`src/pfa_pkg.sv`:
```
`timescale 1ns / 1ps
// Shared types, constants and helpers for the prime field arithmetic unit.
// No dependencies.
package pfa_pkg;

  // Field modulus and the Fermat exponent for inversion
  localparam logic [255:0] PRIME = 256'hFFFFFFFF_FFFFFFFF_FFFFFFFF_FFFFFFFF_FFFFFFFF_FFFFFFFF_FFFFFFFE_FFFFFC2F;
  localparam logic [255:0] INV_EXP = PRIME - 256'd2;
  localparam logic [255:0] FIELD_ONE = 256'd1;
  localparam logic [63:0] PRIME_L0 = PRIME[63:0];
  localparam logic [63:0] LIMB_ONES = 64'hFFFF_FFFF_FFFF_FFFF;

  typedef enum logic [1:0] {
    ACT_ADD = 2'd0,
    ACT_SUB = 2'd1,
    ACT_MUL = 2'd2,
    ACT_INV = 2'd3
  } action_e;

  typedef enum logic [2:0] {
    ST_IDLE,
    ST_MUL,
    ST_RED,
    ST_FIN,
    ST_DONE
  } back_state_e;

  // One classified request, operands already below the modulus
  typedef struct packed {
    action_e      op;
    logic [255:0] a;
    logic [255:0] b;
  } item_t;

  // Bring a 256-bit value below the modulus: one subtraction is enough
  function automatic logic [255:0] reduce_once(input logic [255:0] x);
    logic [256:0] diff;
    diff = {1'b0, x} - {1'b0, PRIME};
    reduce_once = diff[256] ? x : diff[255:0];
  endfunction

endpackage

```
`src/pfa_req_if.sv`:
```
`timescale 1ns / 1ps
// Request channel: operation code and two operands as 64-bit limbs.
// No dependencies.
interface pfa_req_if;
  logic        valid;
  logic        ready;
  logic [1:0]  action;
  logic [63:0] a_limb0;
  logic [63:0] a_limb1;
  logic [63:0] a_limb2;
  logic [63:0] a_limb3;
  logic [63:0] b_limb0;
  logic [63:0] b_limb1;
  logic [63:0] b_limb2;
  logic [63:0] b_limb3;

  modport source (
    output valid, action, a_limb0, a_limb1, a_limb2, a_limb3,
    output b_limb0, b_limb1, b_limb2, b_limb3,
    input  ready
  );
  modport sink (
    input  valid, action, a_limb0, a_limb1, a_limb2, a_limb3,
    input  b_limb0, b_limb1, b_limb2, b_limb3,
    output ready
  );
endinterface

```
`src/pfa_front.sv`:
```
`timescale 1ns / 1ps
// Front end: accept a request, decode the operation, reduce both operands mod p.
// Depends on pfa_pkg and pfa_req_if.
module pfa_front import pfa_pkg::*; (
  pfa_req_if.sink   req_i,
  output item_t     push_item_o,
  output logic      push_valid_o,
  input  logic      push_ready_i
);

  // Accept whenever the queue has room
  assign req_i.ready  = push_ready_i;
  assign push_valid_o = req_i.valid;

  // Decode and bring operands below p
  always_comb begin
    push_item_o.op = action_e'(req_i.action);
    push_item_o.a  = reduce_once({req_i.a_limb3, req_i.a_limb2, req_i.a_limb1, req_i.a_limb0});
    push_item_o.b  = reduce_once({req_i.b_limb3, req_i.b_limb2, req_i.b_limb1, req_i.b_limb0});
  end

endmodule

```
`src/flat_wrapper.sv`:
```
// flat-port wrapper written by rule: the top's interface ports become plain ports
module pfa_front_flat import pfa_pkg::*;
  (push_item_o, push_valid_o, push_ready_i, req_i_valid, req_i_action, req_i_a_limb0, req_i_a_limb1, req_i_a_limb2, req_i_a_limb3, req_i_b_limb0, req_i_b_limb1, req_i_b_limb2, req_i_b_limb3, req_i_ready);
  pfa_req_if req_i_i ();
  output item_t push_item_o;
  output logic push_valid_o;
  input  logic push_ready_i;
  input wire logic [$bits(req_i_i.valid)-1:0] req_i_valid;
  input wire logic [$bits(req_i_i.action)-1:0] req_i_action;
  input wire logic [$bits(req_i_i.a_limb0)-1:0] req_i_a_limb0;
  input wire logic [$bits(req_i_i.a_limb1)-1:0] req_i_a_limb1;
  input wire logic [$bits(req_i_i.a_limb2)-1:0] req_i_a_limb2;
  input wire logic [$bits(req_i_i.a_limb3)-1:0] req_i_a_limb3;
  input wire logic [$bits(req_i_i.b_limb0)-1:0] req_i_b_limb0;
  input wire logic [$bits(req_i_i.b_limb1)-1:0] req_i_b_limb1;
  input wire logic [$bits(req_i_i.b_limb2)-1:0] req_i_b_limb2;
  input wire logic [$bits(req_i_i.b_limb3)-1:0] req_i_b_limb3;
  output wire logic [$bits(req_i_i.ready)-1:0] req_i_ready;
  assign req_i_i.valid = req_i_valid;
  assign req_i_i.action = req_i_action;
  assign req_i_i.a_limb0 = req_i_a_limb0;
  assign req_i_i.a_limb1 = req_i_a_limb1;
  assign req_i_i.a_limb2 = req_i_a_limb2;
  assign req_i_i.a_limb3 = req_i_a_limb3;
  assign req_i_i.b_limb0 = req_i_b_limb0;
  assign req_i_i.b_limb1 = req_i_b_limb1;
  assign req_i_i.b_limb2 = req_i_b_limb2;
  assign req_i_i.b_limb3 = req_i_b_limb3;
  assign req_i_ready = req_i_i.ready;
  pfa_front u_core (.req_i(req_i_i), .push_item_o(push_item_o), .push_valid_o(push_valid_o), .push_ready_i(push_ready_i));
endmodule
```
`config.mk`:
```
export PLATFORM = sky130hd
export DESIGN_NAME = pfa_front_flat
export DESIGN_NICKNAME = d
export VERILOG_FILES = /design/src/pfa_pkg.sv /design/src/pfa_req_if.sv /design/src/pfa_front.sv /design/src/flat_wrapper.sv
export SDC_FILE = /design/constraint.sdc
export NUM_CORES = 1
export LEC_CHECK = 0
export BUFFER_PORTS_ARGS = -buffer_cell sky130_fd_sc_hd__buf_2
export CAP_MARGIN = 15
export CORE_AREA = 2 2 407 409
export DETAILED_ROUTE_END_ITERATION = 10
export DIE_AREA = 0 0 409 411
export SYNTH_ARGS = -nofsm -noshare
export SYNTH_HDL_FRONTEND = slang
export SYNTH_SLANG_ARGS = --single-unit
```
`constraint.sdc`:
```
create_clock -name vclk -period 4.45
set_input_delay 0.89 -clock vclk [all_inputs]
set_output_delay 0.89 -clock vclk [all_outputs]
set_load 0.005 [all_outputs]
```
==> metrics.md <==
| Metric | Value |
|---|---|
| Crit path DAT | `3.50 ns` |
| CLK BUF | `0` |
| Seq cells | `0` |
| Routability Congestion | `0.977` |
| Mux cell area share after synthesis | `less than 1%` |
| Max incr delay on CP | `0.46 ns` |
| Die area | `168000 sq um` |
| RSZ-0062 raised after global routing | `false` |
| Layout cells sized above 1 | `57.7%` |
| Vias/cell | `between 3 and 4` |
| Netlist cell types | `38` |
| Final setup viols | `0` |
| GRT Total Usage | `19.2%` |
| Slew Viols, Final | `0` |
| DR pass1 iterations | `5` |
| Crit Path Category | `input port to output port` |
| Synth Cell Area | `5810 sq um` |
| Core area | `164000 sq um` |
| Synth Area in Adders | `less than 1%` |
| Largest family of logic cells by synthesized area | `simple AND/OR/NAND/NOR gates` |
| Clock share of power | `0%` |
| Crit-path cells | `buf_2, nand4_1, nor4_2, nand3_1, nor4_4, buf_12, nand4b_4, buf_12, and2_1, buf_2` |
| Cell Rows | `roughly 150` |
| Worst setup EP type | `output port` |
| DRC Markers | `0` |
| Final hold violations | `0` |
| Post-synthesis xor/xnor area fraction | `approximately a tenth` |
| Post-Syn Nets | `1431` |
| Via count | `14100` |
| 1st-iter DRT viols | `1447` |
| Fin crit period | `4.39 ns` |
| Seq/Total Area, Yosys | `0%` |
| Area growth from synthesis to layout | `147%` |
| Vias in the first global route | `12700` |
| I/O Buffers | `between 1000 and 1500` |
| NetSw | `0.000803 W` |
| Gate Count Post-Synth | `913` |
| Synth warnings | `0` |
| Placed Instances | `4142` |
| Starting Density | `between 3 and 4%` |
| Final ANT Viol Nets | `0` |
| DRT Wirelength | `170000 um` |
| Worst Path Max Fanout | `74` |
| Commonest non-fill, non-tap cell in the layout | `buf_2` |
| # IOs | `1032` |
| Die Wd | `409 um` |
| Post-CTS setup repair buffer count | `0` |
| Grt ovf | `0` |
| Avg WL per Cell | `40.5 um` |
| Pin count of the biggest net entering global routing | `75` |
| Sequential share of power | `0%` |
| CP Data Required Time | `between 3 and 4 ns` |
| Least-Margin Pin Slew | `0.535 ns` |
| Final TNS setup | `0 ns` |
| Maxcap violations | `0` |
| WHS | `roughly 1.8 ns` |
| Leakage power | `6.19 nW` |
| Cell taking the most area after synthesis | `and2_1` |
| Peak Freq | `228 MHz` |
| Peak VDD IR | `0.0336 mV` |
| Synth area leaders | `and2_1 (48%), nand4_1 (17%), xnor2_1 (9.4%)` |
| Final worst-path cycle share | `98.6%` |
| Nets@finish | `2473` |
| Pint | `0.000481 W` |
| PD cells | `89.5 nW/um^2` |
| Post-Layout Cell Count | `roughly 4200` |
| Compound-gate portion of the synthesized area | `2.35%` |
| Tightest Hold Check Type | `input port to output port` |
| Yosys top cell area share | `48.4%` |
| Post-synthesis simple-gate area fraction | `80.7%` |
| Most frequent cells in the layout | `buf_2 (1024), and2_1 (448), nand4_1 (158)` |
| Die Y | `411 um` |
| Slew HR | `64.2%` |
| Outcome | `finished clean` |
| Initial antenna violation count | `approximately 280` |
| Slowest CP cell | `nor4_2` |
| Post-detail-place hpwl | `162000 um` |
| Combinational power share | `100.0%` |
| Startpoint Class | `input port` |
| First-pass GRT wire length | `between 150000 and 200000 um` |
| Sw Ratio | `a little over three fifths` |
| Syn_area_per_cell | `about 6.4 sq um` |
| FF+latch area | `0 sq um` |
synth_stat cells (all sizes together) (6+ instances only):
cell / number
and2: 449
and3: 21
buf: 39
clkbuf: 29
inv: 6
nand2: 18
nand3: 31
nand4: 158
nor2: 21
nor3: 11
nor4: 31
xnor2: 62
path summary, 6_finish.rpt:
kind | from | endpoint | slack (ns) | depth (start not counted)
worst min-delay path | req_i_action[1] | push_item_o[513] | 1.78 | 0
worst max-delay path | req_i_a_limb3[23] | push_item_o[413] | 0.06 | 10
power groups by stage:
| stage | clock (W) | sequential, W | combinational [W] |
|---|---|---|---|
| floorplan | 0 | 0 | 0.000259 |
| detailed placement | 0 | 0 | 0.00127 |
| CTS | 0 | 0 | 0.00128 |
| global placement | 0 | 0 | 0.00128 |
| finish | 0.00000000189 | 0 | 0.00128 |
| global route | 0.00000000105 | 0 | 0.00133 |
metrics by stage:
stage	cell area, sq um	total power [W]	util [%]	setup slack [ns]
after floorplan	5810	0.000259	-	0.913
after global routing	14300	0.00133	8.71	0.0194
after detailed placement	14100	0.00127	8.63	-0.219
final	14400	0.00128	8.76	0.0617
after CTS	14200	0.00128	8.65	0.0104
after global placement	14100	0.00128	8.63	-0.796
logic make-up (layout without fill, tap and decap cells):
| kind of cell | after synthesis | in the layout |
|---|---|---|
| AOI/OAI and AO/OA | 15 | 15 |
| xor gates and xnor gates | 62 | 62 |
| adders and majority gates | 2 | 2 |
| buffers and inverters | 74 | 1114 |
| muxes | 2 | 2 |
| other | 0 | 66 |
| and+or+nand+nor | 758 | 758 |
layer usage:
layer / GRT usage [%] / wire (um)
met1: 16.7 / 49500
met2: 39.0 / 94900
met3: 6.75 / 16300
met4: 7.68 / 9430
met5: 0 / 164
final cells by class:
cell class,count,area (sq um)
antenna,66,165
fill,19500,150000
inverter,6,22.5
multi-input combinational,839,5480
tap,2189,2740
timing repair buffer,1108,5950
critical path, delay by kind of cell:
kind	cells	cell delay [ns]
buffers and inverters	4	0.79
AND/OR/NAND/NOR	6	1.74
repair_timing:
| item | 4_1_cts | 5_1_grt |
|---|---|---|
| gates resized for setup | 6 | 3 |
| endpoints found under the setup margin | 147 | 12 |
| hold buffers | 0 | 0 |
No activity file was read; power rests on OpenSTA's default activity.
