--- config.mk ---
export PLATFORM = sky130hd
export DESIGN_NAME = pfa_queue
export DESIGN_NICKNAME = d
export VERILOG_FILES = /design/src/pfa_pkg.sv /design/src/pfa_queue.sv
export SDC_FILE = /design/constraint.sdc
export NUM_CORES = 1
export LEC_CHECK = 0
export ABC_AREA = 1
export BUFFER_PORTS_ARGS = -buffer_cell sky130_fd_sc_hd__buf_2
export CAP_MARGIN = 10
export CORE_AREA = 2 2 403 405
export CTS_CLUSTER_DIAMETER = 200
export DETAILED_ROUTE_END_ITERATION = 10
export DIE_AREA = 0 0 405 407
export GPL_TIMING_DRIVEN = 0
export PLACE_DENSITY = 0.38
export SLEW_MARGIN = 20
export SYNTH_ARGS = -nofsm -noshare
export SYNTH_HDL_FRONTEND = slang
export SYNTH_SLANG_ARGS = --single-unit
--- constraint.sdc ---
create_clock -name clk_i -period 66 [get_ports clk_i]
set_input_delay 13.2 -clock clk_i [delete_from_list [all_inputs] [get_ports clk_i]]
set_output_delay 13.2 -clock clk_i [all_outputs]
set_load 0.005 [all_outputs]
--- src/pfa_pkg.sv ---
`timescale 1ns / 1ps
// Shared types, constants and helpers for the prime field arithmetic unit.
// No dependencies.
package pfa_pkg;

  // Field modulus and the Fermat exponent for inversion
  localparam logic [255:0] PRIME = 256'hFFFFFFFF_FFFFFFFF_FFFFFFFF_FFFFFFFF_FFFFFFFF_FFFFFFFF_FFFFFFFE_FFFFFC2F;
  localparam logic [255:0] INV_EXP = PRIME - 256'd2;
  localparam logic [255:0] FIELD_ONE = 256'd1;
  localparam logic [63:0] PRIME_L0 = PRIME[63:0];
  localparam logic [63:0] LIMB_ONES = 64'hFFFF_FFFF_FFFF_FFFF;

  typedef enum logic [1:0] {
    ACT_ADD = 2'd0,
    ACT_SUB = 2'd1,
    ACT_MUL = 2'd2,
    ACT_INV = 2'd3
  } action_e;

  typedef enum logic [2:0] {
    ST_IDLE,
    ST_MUL,
    ST_RED,
    ST_FIN,
    ST_DONE
  } back_state_e;

  // One classified request, operands already below the modulus
  typedef struct packed {
    action_e      op;
    logic [255:0] a;
    logic [255:0] b;
  } item_t;

  // Bring a 256-bit value below the modulus: one subtraction is enough
  function automatic logic [255:0] reduce_once(input logic [255:0] x);
    logic [256:0] diff;
    diff = {1'b0, x} - {1'b0, PRIME};
    reduce_once = diff[256] ? x : diff[255:0];
  endfunction

endpackage

--- src/pfa_queue.sv ---
`timescale 1ns / 1ps
// Two-entry queue between front end and execution back end.
// Depends on pfa_pkg.
module pfa_queue import pfa_pkg::*; (
  input  logic  clk_i,
  input  logic  rst_ni,
  input  item_t push_item_i,
  input  logic  push_valid_i,
  output logic  push_ready_o,
  output item_t pop_item_o,
  output logic  pop_valid_o,
  input  logic  pop_ready_i
);

  item_t      mem_q [2];
  logic       wr_ptr_q, wr_ptr_d;
  logic       rd_ptr_q, rd_ptr_d;
  logic [1:0] count_q, count_d;
  logic       push, pop;

  assign push_ready_o = (count_q != 2'd2);
  assign pop_valid_o  = (count_q != 2'd0);
  assign pop_item_o   = mem_q[rd_ptr_q];
  assign push         = push_valid_i && push_ready_o;
  assign pop          = pop_valid_o && pop_ready_i;

  // Advance pointers and occupancy
  always_comb begin
    wr_ptr_d = push ? ~wr_ptr_q : wr_ptr_q;
    rd_ptr_d = pop ? ~rd_ptr_q : rd_ptr_q;
    count_d  = count_q;
    if (push && !pop) begin
      count_d = count_q + 2'd1;
    end else if (pop && !push) begin
      count_d = count_q - 2'd1;
    end
  end

  always_ff @(posedge clk_i or negedge rst_ni) begin
    if (!rst_ni) begin
      wr_ptr_q <= 1'b0;
      rd_ptr_q <= 1'b0;
      count_q  <= 2'd0;
    end else begin
      wr_ptr_q <= wr_ptr_d;
      rd_ptr_q <= rd_ptr_d;
      count_q  <= count_d;
    end
  end

  // Store the incoming request
  always_ff @(posedge clk_i) begin
    if (push) begin
      mem_q[wr_ptr_q] <= push_item_i;
    end
  end

endmodule

==> results of run 1 <==
report_power, final:
| group | total [mW] | leakage [nW] | switching [mW] | internal [mW] |
|---|---|---|---|---|
| logic | 0.794 | 9.81 | 0.526 | 0.268 |
| clock network | 0.625 | 1.80 | 0.273 | 0.352 |
| registers | 0.919 | 9.61 | 0.0269 | 0.892 |
logic make-up after synthesis:
group | count (synthesis)
xor gates and xnor gates | 2
adders and majority gates | 1
DFF | 1032
buffers and inverters | 121
and+or+nand+nor | 1557
layer usage:
| metal | vias up | global-route usage (%) |
|---|---|---|
| li1 | 11700 | - |
| met1 | 11500 | 17.2 |
| met2 | 928 | 29.3 |
| met3 | 343 | 7.27 |
| met4 | 56 | 4.34 |
| met5 | - | 0 |
state kept, by name (all words and copies together), names as in the netlist:
signal and flops:
mem_q 1028, count_q 2, rd_ptr_q 1, wr_ptr_q 1
per-stage QoR:
stage / std cells / setup WS [ns] / total power [mW] / utilization [%]
3_5_place_dp: 5963 / 50.15 / 1.76 / 29.2
3_3_place_gp: 5906 / 11.93 / 1.97 / 28.3
5_1_grt: 6189 / 49.70 / 2.49 / 31.5
2_1_floorplan: 2713 / 30.03 / 1.40 / -
4_1_cts: 6182 / 49.71 / 2.40 / 31.5
6_report: 6206 / 49.90 / 2.34 / 31.5
cell usage in the layout, fill, tap and decap left out, drive strengths merged:
cell      count
buf        1204
bufinv        4
xnor2         1
dfrtp         4
nor2          2
ha            1
xor2          1
clkinvlp      3
inv          10
nand3         2
clkbuf      147
diode        24
nand4         1
nand2      1552
clkinv       62
edfxtp     1028
layout make-up:
cell class	count	area [um2]
fillers	16400	110000
flip-flops and latches	1032	31000
repair buffers	1090	6520
multi-input cells	1560	5890
clock buffers	147	3130
well taps	2160	2700
plain buffers	114	601
clock inverters	72	571
diodes	24	60.1
inverters	7	26.3
critical path, stage by stage, from the launching register on:
cell and delay (ns):
sky130_fd_sc_hd__dfrtp_1 0.39, sky130_fd_sc_hd__inv_2 0.05, sky130_fd_sc_hd__buf_2 0.46, sky130_fd_sc_hd__buf_4 0.32, sky130_fd_sc_hd__buf_2 0.31, sky130_fd_sc_hd__nand2_1 0.09, sky130_fd_sc_hd__nand2_1 0.31, sky130_fd_sc_hd__buf_2 0.23
worst min path at each step:
stage            endpoint  slack [ns]  cells after the start
3_3_place_gp   count_q[1]        0.48                      2
5_1_grt        count_q[1]        0.52                      2
3_5_place_dp   count_q[1]        0.48                      2
2_1_floorplan  count_q[1]        0.46                      2
6_report       count_q[1]        0.49                      2
4_1_cts        count_q[1]        0.50                      2
synthesized netlist by cell type:
cell	count	area, um2
sky130_fd_sc_hd__dfrtp_1	4	100
sky130_fd_sc_hd__edfxtp_1	1028	30900
sky130_fd_sc_hd__xor2_1	1	8.76
sky130_fd_sc_hd__nand2_1	1552	5830
sky130_fd_sc_hd__xnor2_1	1	8.76
sky130_fd_sc_hd__buf_2	102	510
sky130_fd_sc_hd__ha_1	1	12.5
sky130_fd_sc_hd__inv_1	6	22.5
sky130_fd_sc_hd__inv_2	1	3.75
sky130_fd_sc_hd__buf_4	12	90.1
sky130_fd_sc_hd__nor2_1	2	7.51
sky130_fd_sc_hd__nand4_1	1	6.26
sky130_fd_sc_hd__nand3_1	2	10.0
==> out/metrics.csv, run 1 <==
metric,value,unit
outcome,"complete, no violations",
number of hold buffers added after CTS,0,
endpoint of the worst register-to-register path,mem_q[1][173],
IO Count,1034,
Die X,405,um
"Distinct cells, synth",13,
cells after synthesis,2713,
achievable clock frequency,62.1,MHz
full die area,165000,um2
Post-CTS Repair Setup Buffers,0,
xor-xnor portion of the synthesized cell area,0.0467,%
effective utilization at floorplan,23.4,%
pin count of the biggest net entering global routing,24,
number of nets produced by synthesis,3232,
DRC violations left,0,
Placer Congestion,0.783,
TritonCTS clock tree,built,
port buffer count,1033,
Maximum Capacitance Violations,0,
setup_tns,0,ns
routed length on met3,14.5,mm
endpoint type of the worst setup path,output pin,
setup-violating endpoint count in the final report,0,
register bit count reported by yosys,1032,
DRC marker count from the first detailed-route iteration,1257,
global-route congestion overflow total,0,
number of antenna violations at the first check in global routing,125,
overall die height,407,um
Longest Clk Path Bufs,3,
Worst setup endpoint,pop_item_o[76],
WS Path Type,reg2out,
register-to-register path setup slack,62.98,ns
clock net sink count,1032,
worst vdd rail ir drop,0.0000259,V
Mean Syn Cell Area,13.8,um2
number of global-route vias before repair,23700,
total placed instance area,46700,um2
total core area,160000,um2
CTS HTree Levels,3,
detailed-route vias per instance,3.95,
CTS Buf Count,120,
headroom to the max-slew limit,62.6,%
wire length on met1,49.3,mm
RSZ-0062 raised after global routing,false,
clock input transition at the sequential cells of the worst setup and hold paths,0.05,ns
area growth from synthesis to layout,34.7,%
Final Max Slew Viols,0,
amount of wire on met2 after detailed routing,70.5,mm
"Seq/Total Area, Yosys",82.6,%
post-cts gate resize count,0,
first drt pass iteration count,5,
power density of the placed cells,46.3,nW/um2
Clock Skews,0.0403,ns
slew of the pin with the lowest slew margin,0.561,ns
depth of the most critical reg-to-reg path,12,
fin crit share,24.4,%
startpoint of the lowest-slack hold path,count_q[1],
Synth Area in Compound Gates,0,%
Leak,21.2,nW
fin crit period,16.10,ns
category of the worst setup path launch point,flop,
mux cell area share after synthesis,0,%
number of nets at the end of the flow,4444,
final-layout worst hold slack,0.493,ns
Synth Warn #,0,
insertion delay of the later-clocked pin in the worst-skew pair,0.75,ns
Root Driver,sky130_fd_sc_hd__clkbuf_16,
post-synthesis instance area,37500,um2
Top Layer Used,met5,
critical path peak fanout,10,
mean routed wirelength per cell,22.3,um
required arrival time at the worst endpoint,52.80,ns
final wirelength,139,mm
Synth Area in Adders,0.0334,%
Min-Delay Path Class,reg2reg,
fraction of layout cells with a size suffix above 1,34.1,%
Critical Path Source,rd_ptr_q,
origin of the critical flop-to-flop path,count_q[0],
total via count after detailed routing,24500,
total routing usage reported by global routing,16.3,%
row count,147,
dominant combinational cell family by area after synthesis,simple AND/OR/NAND/NOR gates,
final hold violation count,0,
Post-DP HPWL,108,mm
critical path arrival,2.90,ns
wire length of the first global-routing pass,187,mm
post-route standard cell area excluding fillers,50500,um2
number of antenna-violating nets in the routed design,0,
fraction of the mapped netlist area in simple logic gates,15.6,%
Power figures use the tool's default switching activity.
==> run 2, diff against run 1 <==
Clock period 66 ns to 16.7 ns, I/O delays scaled along.
==> out/metrics.csv, run 2 (synthesis gave the netlist of run 1 again) <==
metric,value,unit
mean routed wirelength per cell,22.7,um
clock input transition at the sequential cells of the worst setup and hold paths,0.05,ns
Final Non-Filler Cells,6199,
Post-DP HPWL,109,mm
Critical Path Max Stage Delay,0.48,ns
CTS Buf Count,120,
register containing the most flip-flops in the final layout,mem_q,
post-route standard cell area excluding fillers,50400,um2
Logic pwr share,34.1,%
effective utilization at floorplan,23.4,%
Internal Dissipation,6.00,mW
first drt pass iteration count,7,
Leak,21.2,nW
RSZ-0062 raised after global routing,false,
Root Driver,sky130_fd_sc_hd__clkbuf_16,
final cell utilization of the core,31.5,%
slew of the pin with the lowest slew margin,0.661,ns
CTS HTree Levels,3,
final-layout worst hold slack,0.504,ns
overall die height,407,um
WS Path Type,reg2out,
crit-path cells,inv_2 -> buf_2 -> buf_4 -> buf_2 -> nand2_1 -> nand2_1 -> buf_2,
worst vdd rail ir drop,0.000104,V
endpoint type of the worst setup path,output pin,
Largest register FFs,1028,
top flop regs,"mem_q x1028, count_q x2",
Placer Congestion,0.767,
number of hold buffers added after CTS,0,
Placed Cells incl. Taps,5963,
final hold violation count,0,
switch share,35.5,%
number of nets at the end of the flow,4444,
number of global-route vias before repair,23600,
IO Count,1034,
Die X,405,um
full die area,165000,um2
row count,147,
Min-Delay Path Class,reg2reg,
number of buffers and inverters on the critical path,5,
critical path peak fanout,10,
TritonCTS clock tree,built,
achievable clock frequency,159,MHz
power density of the placed cells,184,nW/um2
"delay-heaviest family, CP",buffers and inverters,
library cell contributing the largest single delay on the critical path,sky130_fd_sc_hd__buf_2,
total via count after detailed routing,24700,
required arrival time at the worst endpoint,13.36,ns
clock net sink count,1032,
fin crit share,37.6,%
port buffer count,1033,
outcome,"complete, no violations",
critical path arrival,2.93,ns
number of fill cells,16300,
category of the worst setup path launch point,flop,
insertion delay of the later-clocked pin in the worst-skew pair,0.74,ns
DRC violations left,0,
fin crit period,6.27,ns
total routing usage reported by global routing,16.5,%
"commonest cells after routing, fill and taps aside","sky130_fd_sc_hd__nand2_1, sky130_fd_sc_hd__buf_2, sky130_fd_sc_hd__edfxtp_1",
total core area,160000,um2
setup-violating endpoint count in the final report,0,
Final Max Slew Viols,0,
wire length of the first global-routing pass,189,mm
headroom to the max-slew limit,55.8,%
Longest Clk Path Bufs,3,
Maximum Capacitance Violations,0,
sequential fraction of design power,39.1,%
"leading cell type in the layout, fill and taps excluded",sky130_fd_sc_hd__nand2_1,
number of antenna-violating nets in the routed design,0,
global-route congestion overflow total,0,
Clock Skews,0.0362,ns
clock network fraction of design power,26.8,%
total placed instance area,46700,um2
post-cts gate resize count,0,
register-to-register path setup slack,13.44,ns
Post-CTS Repair Setup Buffers,0,
number of antenna violations at the first check in global routing,133,
final wirelength,141,mm
area growth from synthesis to layout,34.6,%
detailed-route vias per instance,3.98,
pin count of the biggest net entering global routing,24,
Switching Power,3.30,mW
most numerous cell on the critical path,sky130_fd_sc_hd__buf_2,
fraction of layout cells with a size suffix above 1,34.0,%
setup_tns,0,ns
DRC marker count from the first detailed-route iteration,1396,
## run 2: cell count changes in the layout (fill, tap and decap cells not counted), moves of 2 or more
cell,previous run,this run
sky130_fd_sc_hd__clkinv_2,23,17
sky130_fd_sc_hd__clkinv_1,30,26
sky130_fd_sc_hd__buf_16,28,25
sky130_fd_sc_hd__clkbuf_1,26,29
sky130_fd_sc_hd__clkinv_4,4,1
sky130_fd_sc_hd__buf_12,29,31
sky130_fd_sc_hd__bufinv_16,4,6
sky130_fd_sc_hd__clkinvlp_4,3,5
## run 2: tightest hold or removal path, cell delays in order, from the launching register on
cell,delay [ns]
sky130_fd_sc_hd__dfrtp_1,0.37
sky130_fd_sc_hd__nand2_1,0.06
sky130_fd_sc_hd__nand2_1,0.04
## run 2: per-layer routing
| metal | up-vias | share of wire, % | track usage [%] | routed length, um |
|---|---|---|---|---|
| met5 | - | 0.23 | 0 | 322 |
| met4 | 48 | 2.9 | 4.33 | 4050 |
| met3 | 370 | 10 | 7.72 | 14300 |
| met2 | 924 | 50 | 28.9 | 70700 |
| met1 | 11600 | 36 | 17.7 | 51200 |
| li1 | 11700 | - | - | - |
## run 2: layout make-up
cell class | instances | area, um2 | area share, %
multi-input combinational | 1560 | 5890 | 11.7
timing repair buffer | 1090 | 6490 | 12.9
buffer | 114 | 601 | 1.19
clock buffer | 150 | 3140 | 6.22
sequential | 1032 | 31000 | 61.4
inverter | 7 | 26.3 | 0.0521
clock inverter | 63 | 558 | 1.11
antenna | 23 | 57.6 | 0.114
tap | 2160 | 2700 | 5.36
## run 2: stage by stage
| stage | setup slack (ns) | power [mW] |
|---|---|---|
| 6_report | 10.43 | 9.29 |
| 5_1_grt | 10.08 | 9.88 |
| 4_1_cts | 10.10 | 9.52 |
| 3_5_place_dp | 10.46 | 6.98 |
| 3_3_place_gp | -11.70 | 7.37 |
| 2_1_floorplan | -0.690 | 5.29 |
## run 2: power groups by stage
| stage | clock (mW) | combinational, mW | sequential (mW) |
|---|---|---|---|
| 2_1_floorplan | 0 | 1.28 | 4.02 |
| 3_3_place_gp | 0 | 3.04 | 4.33 |
| 3_5_place_dp | 0 | 3.29 | 3.69 |
| 4_1_cts | 2.58 | 3.30 | 3.63 |
| 5_1_grt | 2.68 | 3.53 | 3.68 |
| 6_report | 2.49 | 3.17 | 3.63 |
## run 2: worst paths after layout
path | from | endpoint | cells after the start
worst min register to register | count_q[1] | count_q[1] | 2
worst max-delay path | rd_ptr_q | pop_item_o[390] | 7
worst max register to register | count_q[0] | mem_q[1][168] | 12
worst min-delay path | count_q[1] | count_q[1] | 2
min in group asynchronous | rst_ni | wr_ptr_q | 1
max in group asynchronous | rst_ni | rd_ptr_q | 1
